===== src/rtl/core/dlx_ram.sv =====
// Generic simple dual-port RAM, one write and one registered read port.
`default_nettype none

module dlx_ram #(
  parameter int WIDTH = 8,
  parameter int DEPTH = 64
) (
  input  wire logic                     clk_i,
  input  wire logic                     we_i,
  input  wire logic [$clog2(DEPTH)-1:0] waddr_i,
  input  wire logic [WIDTH-1:0]         wdata_i,
  input  wire logic                     re_i,
  input  wire logic [$clog2(DEPTH)-1:0] raddr_i,
  output logic      [WIDTH-1:0]         rdata_o
);

  logic [WIDTH-1:0] mem_q [DEPTH];

  always_ff @(posedge clk_i) begin
    if (we_i) begin
      mem_q[waddr_i] <= wdata_i;
    end
    if (re_i) begin
      rdata_o <= mem_q[raddr_i];
    end
  end

endmodule

`default_nettype wire


===== config.mk =====
export PLATFORM = sky130hd
export DESIGN_NAME = dlx_ram
export DESIGN_NICKNAME = d
export VERILOG_FILES = /design/src/rtl/core/dlx_ram.sv
export SDC_FILE = /design/constraint.sdc
export NUM_CORES = 1
export LEC_CHECK = 0
export ABC_AREA = 1
export BUFFER_PORTS_ARGS = -buffer_cell sky130_fd_sc_hd__buf_2
export CAP_MARGIN = 0
export CORE_ASPECT_RATIO = 0.6
export CORE_UTILIZATION = 55
export DETAILED_ROUTE_END_ITERATION = 8
export PLACE_DENSITY = 0.71
export SYNTH_ARGS = -nofsm -noshare
export SYNTH_HDL_FRONTEND = slang
export SYNTH_SLANG_ARGS = --single-unit

===== constraint.sdc =====
create_clock -name clk_i -period 2.15 [get_ports clk_i]
set_input_delay 0.215 -clock clk_i [delete_from_list [all_inputs] [get_ports clk_i]]
set_output_delay 0.215 -clock clk_i [all_outputs]
set_load 0.02 [all_outputs]

; Yosys cells after proc, flatten, opt, wreduce, memory -nomap -nowiden
; Memory sizes are Yosys's and may differ from the RTL's. A register that Yosys moved wholly into a read port is not among the register bits.
; Cells that the tools add are included.
[totals]
reg_bits = 0
ramBits = 512
inputBits = 23
out_inout_bits = 8
mem_count = 1
[classes]
n_mux = 2
[mem_list]
columns = memory, words, word_bits, rd, rd_ports_with_merged_regs, wr, line
row1 = mem_q, 64, 8, 1, 1, 1, 17  ; logic [WIDTH-1:0] mem_q [DEPTH];
[op_table]
columns = operator, n
row1 = $mux W1, 2

; Longest topological paths before layout
; Gate-level depths: netlist of run 1.
[depth]
depth_word = 2
mapped_depth = 12
ltp_nobuf = 9

; Worst setup path after synthesis of run 1
; OpenSTA, ideal clock, no wires.
[synth_path]
path_type = input-to-reg
start = input port we_i
end = memory mem_q[48][0], enable pin
setup_time_ns = 0.395
arrival_time_ns = 1.586
required_ns = 1.755
slack_ns = 0.169
path_stages = 3
n_path_buf = 1
cell_sequence = clkbuf_1 nand4_1 nor4_1
[synth_between]
elab_chain_cells = 2
[synth_rtl]
columns = element, line
row1 = start: declaration, 9  ; input wire logic we_i,
row2 = $mux W1, 20  ; if (we_i) begin
row3 = $mux W1 (not written as such), 21  ; mem_q[waddr_i] <= wdata_i;
row4 = end: declaration, 17
; No other way between the ends.

==> results of run 1 <==
kinds of logic after synthesis:
family	synth area share, %
buffers and inverters	4.01
flip-flops	72.9
AND/OR/NAND/NOR	23.1
worst reg2reg max path, stage by stage, from the launching register on:
cell and delay [ns]:
edfxtp_1 0.37, nand2_1 0.08, nand3_1 0.21, nand3_1 0.18, nand2_1 0.11, nand2_1 0.08
nand3_1 0.09, nand3_1 0.14, nand2_1 0.08
state kept, by name, indices dropped and copies added (netlist names):
name,flops
rdata_o,8
mem_q,512
cell usage in the layout (no fill, tap or decap), types with 3 or more instances in the layout:
cell,n
nor2_1,56
clkbuf_1,10
buf_12,23
nor4_1,8
bufinv_16,3
inv_6,3
buf_4,96
clkbuf_16,47
nand4_1,9
nand2_1,648
edfxtp_1,520
inv_1,9
buf_2,28
clkinv_1,13
nand3_1,439
clkinv_2,5
power groups by stage:
| stage | sequential, uW | clock (uW) | combinational, uW |
|---|---|---|---|
| after global placement | 11500 | 0 | 1390 |
| after global routing | 11300 | 8340 | 1550 |
| after CTS | 11300 | 7940 | 1410 |
| final | 11300 | 7870 | 1440 |
| after floorplan | 11500 | 0 | 789 |
| after detailed placement | 11500 | 0 | 1400 |
per-stage QoR:
step           hold slack, ns  power, uW
2_1_floorplan           0.314      12300
3_3_place_gp            0.488      12900
3_5_place_dp            0.491      12900
4_1_cts               0.00468      20600
5_1_grt                0.0143      21200
6_report               0.0271      20600
worst max-delay path by stage:
stage	start	end	slack, ns	cells past startpoint
2_1_floorplan	we_i	mem_q[48][0]	0.17	3
3_3_place_gp	raddr_i[0]	rdata_o[3]	0.20	11
3_5_place_dp	raddr_i[0]	rdata_o[3]	0.20	11
4_1_cts	mem_q[63][3]	rdata_o[3]	0.65	8
5_1_grt	mem_q[3][0]	rdata_o[0]	0.51	8
6_report	mem_q[3][0]	rdata_o[0]	0.57	8
layout make-up:
class	instances	area, um2
multi-input combinational	1160	4950
clock buffer	57	1210
sequential	520	15600
inverter	12	52.6
fill	2861	14100
timing repair buffer	149	1340
tap	513	642
clock inverter	23	181
routing by layer:
layer	vias to the layer above	wire length, um
li1	6516	-
met1	6961	23500
met2	908	23000
met3	87	7420
met4	0	1020
met5	-	0
==> results by group, run 1 <==
Layout
  – Layout area overhead: 12.0%
  – Antenna cells: 0
  – Nets@finish: 1911
  – Final core occ: 63.0%
  – Layout Cells excl Fill: 2434
  – Layout cell share with drive strength beyond 1: 10.8%
  – Final design area excluding fillers: 24000 um2

Die
  – Die Y: 155 um
  – IO Count: 31
  – Total Die Area: 39800 um2
  – Core ar.: 38100 um2
  – Cell Rows: 55
  – Initial Util: 56.3%
  – Chip width: 257 um

Worst setup path
  – Reg2reg start: mem_q[3][0]
  – Startpoint Class: flip-flop
  – Worst Path Required: 2.46 ns
  – Crit-path max FO: 1
  – Reg2Reg Depth: 8
  – Kind of critical path: flip-flop to flip-flop
  – Reg2reg setup slack: 0.57 ns
  – Critical Path AT: 1.89 ns
  – Max incr delay on CP: 0.37 ns
  – Nature of the critical path endpoint: flip-flop
  – RR Endpoint: rdata_o[0]
  – Cells along the critical path: nand2_1 > nand3_1 > nand3_1 > nand2_1 > nand2_1 > nand3_1 > nand3_1 > nand2_1
  – Buf+Inv Stages, Crit Path: 0
  – Crit path max-delay family: simple AND/OR/NAND/NOR gates
  – CP max-delay cell: edfxtp_1

Clock network
  – Post-CTS sizing: 0
  – Post-CTS setup buffers: 0
  – TritonCTS Buffers: 45
  – CTS tree: done
  – Htree depth: 2
  – Hold_buf cts: 1
  – Clk root buf: clkbuf_16
  – CTS Sinks: 520
  – CTS max path bufs: 3
  – Clk Latency, worst-skew pair: 0.56 ns
  – Clk pin slew, worst setup/hold paths: 0.06 ns

Yosys
  – Cell Area, Synth: 21400 um2
  – Yosys reg bits: 520
  – Asr flop ratio synth: 0%
  – Unique masters post-synth: 15
  – Post-synth top cells: nand2_1, edfxtp_1, nand3_1, nor2_1, buf_2
  – Synth top area share: 72.9%
  – Yosys top cell by area: edfxtp_1
  – Post-synth EDFFs: 520
  – Post-synthesis sequential area ratio: 72.9%
  – Syn nets: 1828
  – Gate Count Post-Synth: 1805
  – Most used DFF post-synth: edfxtp_1
  – Top-count cell post-synth: nand2_1
  – Syn Area/Cell: 11.9 um2
  – Top area cells in the synthesized netlist: edfxtp_1, nand2_1, nand3_1
  – Synthesis Warnings: 0

Detailed routing
  – DRT iter0 DRCs: 1949
  – Vias/cell: 5.95
  – DRC: 0
  – Detailed Route WL: 55000 um
  – DR vias: 14500
  – Antenna-violating nets left: 0
  – DRT Pass-1 Iters: 6
  – DR WL/cell: 22.6 um

Placement
  – Pre-CTS setup slack: 0.198 ns
  – Dpl hpwl: 33500 um
  – DP Cell Count: 2353
  – Placed cell areas: 22600 um2
  – Count of input and output buffers: 30
  – GPL Wtd Cong: 0.905

Pwr
  – Net Sw Power: 4610 uW
  – Cell Pwr Density: 858 nW/um2
  – Worst IR Drop VDD: 751 uV
  – Comb pwr share: 7.0%
  – Sequential power share: 54.7%
  – Sw frac: 22.4%
  – Internal power: 16000 uW
  – Clk pwr share: 38.2%
  – LEAKAGE: 0.00878 uW

STA
  – RSZ-0062 raised after global routing: false
  – Fin. Hold Viols: 0
  – Clk_skew: 0.0119 ns
  – Fin crit share: 73.5%
  – Max Clock Freq: 633 MHz
  – Worst Max-Slew Pin Slew: 0.989 ns
  – Fin. max-slew vios: 0
  – Final Setup Violations: 0
  – Worst setup margin: 0.570 ns
  – Minimum clock period: 1.58 ns
  – Final setup TNS: 0 ns
  – Slew HR: 34.0%

Global routing
  – Largest net degree at the start of global routing: 77
  – Global Route Usage Sum: 28.0%
  – GR Layer Usage met3: 8.99%
  – Grt ovf: 0
  – GRT busiest layer: met1
  – GRT met1 Usage: 42.9%
  – Vias in the first global route: 13500
  – Initial antenna violation count: 0
  – Met2 global-route usage: 39.2%
  – First-pass GRT wire length: 83100 um

Min path
  – Hold Path End: rdata_o[6]
  – Worst Hold Class: input port to flip-flop
  – Hold Crit Start: re_i
  – Hold Path Depth: 1

Job
  – Max-cap check violation count: 0

Run status
  – Status: finished, final reports clean
Note: power is estimated with default switching activity, not from simulation.
==> run 2, diff against run 1 <==
--- a/config.mk
+++ b/config.mk
@@ -5,7 +5,7 @@
 export SDC_FILE = /design/constraint.sdc
 export NUM_CORES = 1
 export LEC_CHECK = 0
-export ABC_AREA = 1
+export ABC_AREA = 0
 export BUFFER_PORTS_ARGS = -buffer_cell sky130_fd_sc_hd__buf_2
 export CAP_MARGIN = 0
 export CORE_ASPECT_RATIO = 0.6
==> constraint.sdc (replaced) <==
create_clock -name clk_i -period 1.6 [get_ports clk_i]
set_input_delay 0.16 -clock clk_i [delete_from_list [all_inputs] [get_ports clk_i]]
set_output_delay 0.16 -clock clk_i [all_outputs]
set_load 0.02 [all_outputs]
==> run 2 against run 1 <==
Net effect: the flow now finishes with violations (setup timing); design area fell by 0.57%; non-clock buffer count up 64; count of clock-buffer cells in the layout decreased by 3; power grew 30%; synthesized area decreased by 5.5%; clock skew up 0.0076 ns; via count fell by 28%; sequential power rose by 35%; largest cell class unchanged.
==> results by group, run 2 <==
Layout
  – Final design area excluding fillers: 23900 um2
  – Most frequent cells in the layout: edfxtp_1, buf_4, mux4_2
  – Storage element area: 15600 um2
  – Most flops, register: mem_q
  – Commonest non-fill, non-tap cell in the layout: edfxtp_1
  – Fill cells: 2342
  – Antenna cells: 0
  – Layout cell share with drive strength beyond 1: 37.7%
  – Max reg flops: 512
  – Layout Cells excl Fill: 1652
  – Largest registers: mem_q x512, rdata_o x8
  – Multi-input logic area: 4560 um2
  – Nets@finish: 1172
  – Layout area overhead: 17.8%

Die
  – Core ar.: 36300 um2
  – Initial Util: 55.8%
  – Total Die Area: 37600 um2
  – IO Count: 31
  – Cell Rows: 54
  – Chip width: 250 um
  – Die Y: 151 um

Clock network
  – Clk Latency, worst-skew pair: 0.56 ns
  – CTS Sinks: 520
  – CTS tree: done
  – Clk root buf: clkbuf_16
  – Clk pin slew, worst setup/hold paths: 0.07 ns
  – CTS max path bufs: 3
  – Htree depth: 2
  – TritonCTS Buffers: 45
  – Post-CTS setup buffers: 0

Yosys
  – Top-count cell post-synth: edfxtp_1
  – Post-synth top cells: edfxtp_1, mux4_2, nor2_1, mux2i_1, nand2_1
  – Asr flop ratio synth: 0%
  – Syn nets: 963
  – Cell Area, Synth: 20200 um2
  – Yosys reg bits: 520
  – Synthesis Warnings: 0
  – Yosys top cell by area: edfxtp_1
  – Syn Area/Cell: 21.5 um2
  – Post-synth EDFFs: 520
  – Post-synthesis sequential area ratio: 77.1%
  – Synth top area share: 77.1%
  – Unique masters post-synth: 39
  – Top area cells in the synthesized netlist: edfxtp_1, mux4_2, nor2_1
  – Most used DFF post-synth: edfxtp_1
  – Gate Count Post-Synth: 940

Pwr
  – Net Sw Power: 5690 uW
  – Comb pwr share: 6.4%
  – Clk pwr share: 37.1%
  – Internal power: 21100 uW
  – Cell Pwr Density: 1120 nW/um2
  – Worst IR Drop VDD: 932 uV
  – LEAKAGE: 0.00776 uW
  – Sw frac: 21.2%
  – Sequential power share: 56.5%

Placement
  – GPL Wtd Cong: 0.867
  – DP Cell Count: 1577
  – Placed cell areas: 22400 um2
  – Count of input and output buffers: 30
  – Dpl hpwl: 30800 um

STA
  – Fin crit share: 126%
  – Worst Max-Slew Pin Slew: 1.31 ns
  – Final Setup Violations: 8
  – Slew HR: 13.0%
  – Max Clock Freq: 497 MHz
  – Worst setup margin: -0.413 ns
  – Fin. Hold Viols: 0
  – Fin. max-slew vios: 0
  – RSZ-0062 raised after global routing: true
  – Minimum clock period: 2.01 ns
  – Clk_skew: 0.0196 ns

Worst setup path
  – Worst Path Required: 1.89 ns
  – Reg2reg setup slack: -0.41 ns
  – Nature of the critical path endpoint: flip-flop
  – Kind of critical path: flip-flop to flip-flop
  – Crit-path max FO: 1
  – Startpoint Class: flip-flop
  – Critical Path AT: 2.30 ns

Min path
  – Worst Hold Class: input port to flip-flop

Global routing
  – Global Route Usage Sum: 26.6%
  – First-pass GRT wire length: 70300 um
  – Initial antenna violation count: 1
  – Vias in the first global route: 10300
  – Largest net degree at the start of global routing: 65
  – Grt ovf: 0

Detailed routing
  – DRT iter0 DRCs: 1188
  – Vias/cell: 6.34
  – DRT Pass-1 Iters: 5
  – DR WL/cell: 28.9 um
  – DR vias: 10500
  – Detailed Route WL: 47700 um
  – DRC: 0
  – Antenna-violating nets left: 0

Run status
  – Failing checks: setup timing
  – Status: complete, but fails checks

Job
  – Max-cap check violation count: 0
## run 2: layout make-up
type,instances,area share (%)
clock buffers,54,4.86
clock inverters,20,0.524
multi-input cells,369,19.1
flip-flops and latches,520,65.5
well taps,476,2.50
repair buffers,213,7.56
## run 2: cell families (layout without fill, tap and decap cells)
| logic type | Yosys count | count (layout) | share of synthesized area, % |
|---|---|---|---|
| buffers and inverters | 51 | 287 | 1.56 |
| DFF | 520 | 520 | 77.1 |
| and+or+nand+nor | 153 | 153 | 3.37 |
| muxes | 162 | 162 | 15.9 |
| AOI/OAI and AO/OA | 54 | 54 | 2.06 |
## run 2: path summary, 6_finish.rpt
path / startpoint / endpoint / cells past startpoint
worst max-delay path: mem_q[11][1] / rdata_o[1] / 5
worst min-delay path: raddr_i[5] / rdata_o[7] / 5
worst max register to register: mem_q[11][1] / rdata_o[1] / 5
worst min register to register: mem_q[22][1] / rdata_o[1] / 4
## run 2: repair_timing
| item | CTS | global route |
|---|---|---|
| pin swaps | 8 | 2 |
| endpoints found under the hold margin | 7 | 0 |
| endpoints found under the setup margin | 8 | 8 |
| hold buffers | 1 | 0 |
| gates resized for setup | 36 | 4 |
## run 2: through the flow
step	setup WS, ns	hold WS [ns]	utilization [%]	power [uW]	setup TNS [ns]
floorplan	-0.245	0.259	-	16300	-4.68
global route	-0.443	0.226	65.8	27600	-2.76
finish	-0.413	0.217	65.8	26800	-2.45
global placement	-1.19	0.573	61.6	17000	-6.44
detailed placement	-1.14	0.575	61.6	17100	-6.77
CTS	-0.370	0.202	65.7	27000	-2.40
## run 2: power groups by stage
stage	Clock, uW	Sequential [uW]	Combinational, uW
after floorplan	0	15400	821
after global placement	0	15400	1600
after detailed placement	0	15400	1630
after CTS	10100	15200	1720
after global routing	10600	15200	1830
final	9950	15200	1730
## run 2: per-layer routing
layer	vias to the layer above	share of wire, %	global-route usage [%]
li1	4345	-	-
met1	5474	44	42.2
met2	578	43	37.5
met3	73	11	6.07
met4	0	2.0	6.20
met5	-	0	0
## run 2: worst max-delay path, stage by stage, from the launching register on
cell and delay [ns]:
edfxtp_1 0.38, mux4_2 0.51, mux4_2 0.50, nor2_4 0.12, nor3_1 0.10, o2bb2ai_1 0.14
==> run 3, diff against run 2 <==
--- a/config.mk
+++ b/config.mk
@@ -9,9 +9,9 @@
 export BUFFER_PORTS_ARGS = -buffer_cell sky130_fd_sc_hd__buf_2
 export CAP_MARGIN = 0
 export CORE_ASPECT_RATIO = 0.6
-export CORE_UTILIZATION = 55
+export CORE_UTILIZATION = 60
 export DETAILED_ROUTE_END_ITERATION = 8
-export PLACE_DENSITY = 0.71
+export PLACE_DENSITY = 0.76
 export SYNTH_ARGS = -nofsm -noshare
 export SYNTH_HDL_FRONTEND = slang
 export SYNTH_SLANG_ARGS = --single-unit
==> run 3 against run 2 <==
Net effect: the flow still finishes with violations (setup timing); power is 0.78% lower; utilization increased by 6.1 points; first-iteration DRC count up 12%; worst setup slack better by 0.050 ns; critical path depth stayed put; worst hold slack worse by 0.074 ns; via count about the same.
==> results by group, run 3 (same netlist as run 2, synthesis figures left out) <==
Run status
  – Status: complete, but fails checks
  – Failing checks: setup timing

Pwr
  – Sw frac: 20.7%
  – Internal power: 21100 uW
  – Clk pwr share: 36.9%
  – Comb pwr share: 6.2%
  – Cell Pwr Density: 1130 nW/um2
  – Net Sw Power: 5520 uW
  – Sequential power share: 56.9%
  – LEAKAGE: 0.00769 uW
  – Worst IR Drop VDD: 1340 uV

Clock network
  – Clk Latency, worst-skew pair: 0.56 ns
  – Htree depth: 2
  – CTS Sinks: 520
  – TritonCTS Buffers: 45
  – Clk root buf: clkbuf_16
  – CTS tree: done
  – CTS max path bufs: 3
  – Post-CTS setup buffers: 0
  – Clk pin slew, worst setup/hold paths: 0.06 ns

STA
  – RSZ-0062 raised after global routing: true
  – Final Setup Violations: 8
  – Fin crit share: 123%
  – Clk_skew: 0.0147 ns
  – Minimum clock period: 1.96 ns
  – Max Clock Freq: 510 MHz
  – Worst Max-Slew Pin Slew: 1.29 ns
  – Worst setup margin: -0.363 ns
  – Hold Slack: 0.143 ns
  – Fin. Hold Viols: 0
  – Slew HR: 14.3%
  – Fin. max-slew vios: 0

Worst setup path
  – Critical Path AT: 2.27 ns
  – Nature of the critical path endpoint: flip-flop
  – Kind of critical path: flip-flop to flip-flop
  – Startpoint Class: flip-flop
  – CP max-delay cell: mux4_2
  – Max incr delay on CP: 0.48 ns
  – Crit-path max FO: 1
  – Cells along the critical path: mux4_2 > mux2_4 > a221oi_4 > buf_6 > o2bb2ai_2
  – Worst Path Required: 1.90 ns

Layout
  – Nets@finish: 1160
  – Layout area overhead: 16.4%
  – Layout cell share with drive strength beyond 1: 35.9%
  – Antenna cells: 0
  – Final core occ: 71.8%
  – Fill cells: 1923
  – Most frequent cells in the layout: edfxtp_1, buf_4, mux4_2
  – Commonest non-fill, non-tap cell in the layout: edfxtp_1
  – Largest registers: mem_q x512, rdata_o x8
  – Most flops, register: mem_q
  – Max reg flops: 512

Detailed routing
  – Vias/cell: 6.49
  – Detailed Route WL: 46400 um
  – DR WL/cell: 28.8 um
  – Antenna-violating nets left: 0
  – DRC: 0
  – DR vias: 10500
  – DRT Pass-1 Iters: 5
  – DRT iter0 DRCs: 1334

Global routing
  – Largest net degree at the start of global routing: 65
  – Vias in the first global route: 10300
  – Global Route Usage Sum: 28.4%
  – First-pass GRT wire length: 68400 um
  – Grt ovf: 0
  – Initial antenna violation count: 0

Die
  – Core ar.: 32800 um2
  – Cell Rows: 51
  – Chip width: 239 um
  – Total Die Area: 34500 um2
  – Initial Util: 61.7%
  – Die Y: 144 um
  – IO Count: 31

Min path
  – Worst Hold Class: input port to flip-flop

Placement
  – Count of input and output buffers: 30
  – GPL Wtd Cong: 0.859
  – Pre-CTS setup slack: -0.725 ns
  – Dpl hpwl: 29700 um

Job
  – Max-cap check violation count: 0
run 3: changes by cell type in the layout (fill, tap and decap cells not counted), sizes merged:
cell      change
clkinvlp      -4
clkinv        -2
clkbuf        +5
buf          -12
run 3: final timing paths:
| check | start | end | slack, ns | cells past startpoint |
|---|---|---|---|---|
| min | raddr_i[5] | rdata_o[2] | 0.14 | 3 |
| max | mem_q[40][0] | rdata_o[0] | -0.36 | 5 |
| max reg2reg | mem_q[40][0] | rdata_o[0] | -0.36 | 5 |
| min reg2reg | mem_q[22][1] | rdata_o[1] | 0.95 | 4 |
run 3: layout make-up:
cell class | instances | area (um2) | area share (%)
clock buffer | 59 | 1180 | 5.00
multi-input combinational | 369 | 4480 | 19.0
clock inverter | 14 | 86.3 | 0.366
timing repair buffer | 201 | 1630 | 6.93
sequential | 520 | 15600 | 66.3
tap | 450 | 563 | 2.39
run 3: metal layers:
layer  global-route usage (%)  vias to the layer above  wire length (um)
li1                         -                     4333                 -
met1                     45.3                     5400             19900
met2                     39.8                      647             20300
met3                     6.76                       89              5390
met4                     6.85                        0               894
met5                        0                        -                 0
run 3: critical path, delay by kind of cell, from the launching register on:
kind	cells	cell delay, ns
compound gates	2	0.36
buf+inv	1	0.16
flops	1	0.40
mux	2	0.79
run 3: what timing repair did:
| action | CTS | global route |
|---|---|---|
| hold endpoints to repair | 8 | 0 |
| endpoints found under the setup margin | 8 | 8 |
| gates resized for setup | 18 | 9 |
| pin swaps | 5 | 2 |
| hold buffers | 1 | 0 |
run 3: through the flow:
| step | cells | area (um2) | setup TNS, ns | power [uW] |
|---|---|---|---|---|
| final | 1613 | 23600 | -2.57 | 26600 |
| after global routing | 1613 | 23600 | -2.96 | 27300 |
| after CTS | 1613 | 23500 | -2.71 | 26700 |
| after detailed placement | 1539 | 22100 | -5.39 | 17000 |
| after global placement | 1539 | 22100 | -5.14 | 17000 |
| after floorplan | 940 | 20300 | -4.68 | 16300 |
run 3: power by group through the flow:
| stage | combinational (uW) | sequential (uW) | clock [uW] |
|---|---|---|---|
| floorplan | 821 | 15400 | 0 |
| global route | 1750 | 15100 | 10400 |
| CTS | 1630 | 15100 | 9960 |
| global placement | 1550 | 15400 | 0 |
| detailed placement | 1590 | 15400 | 0 |
| finish | 1660 | 15100 | 9820 |
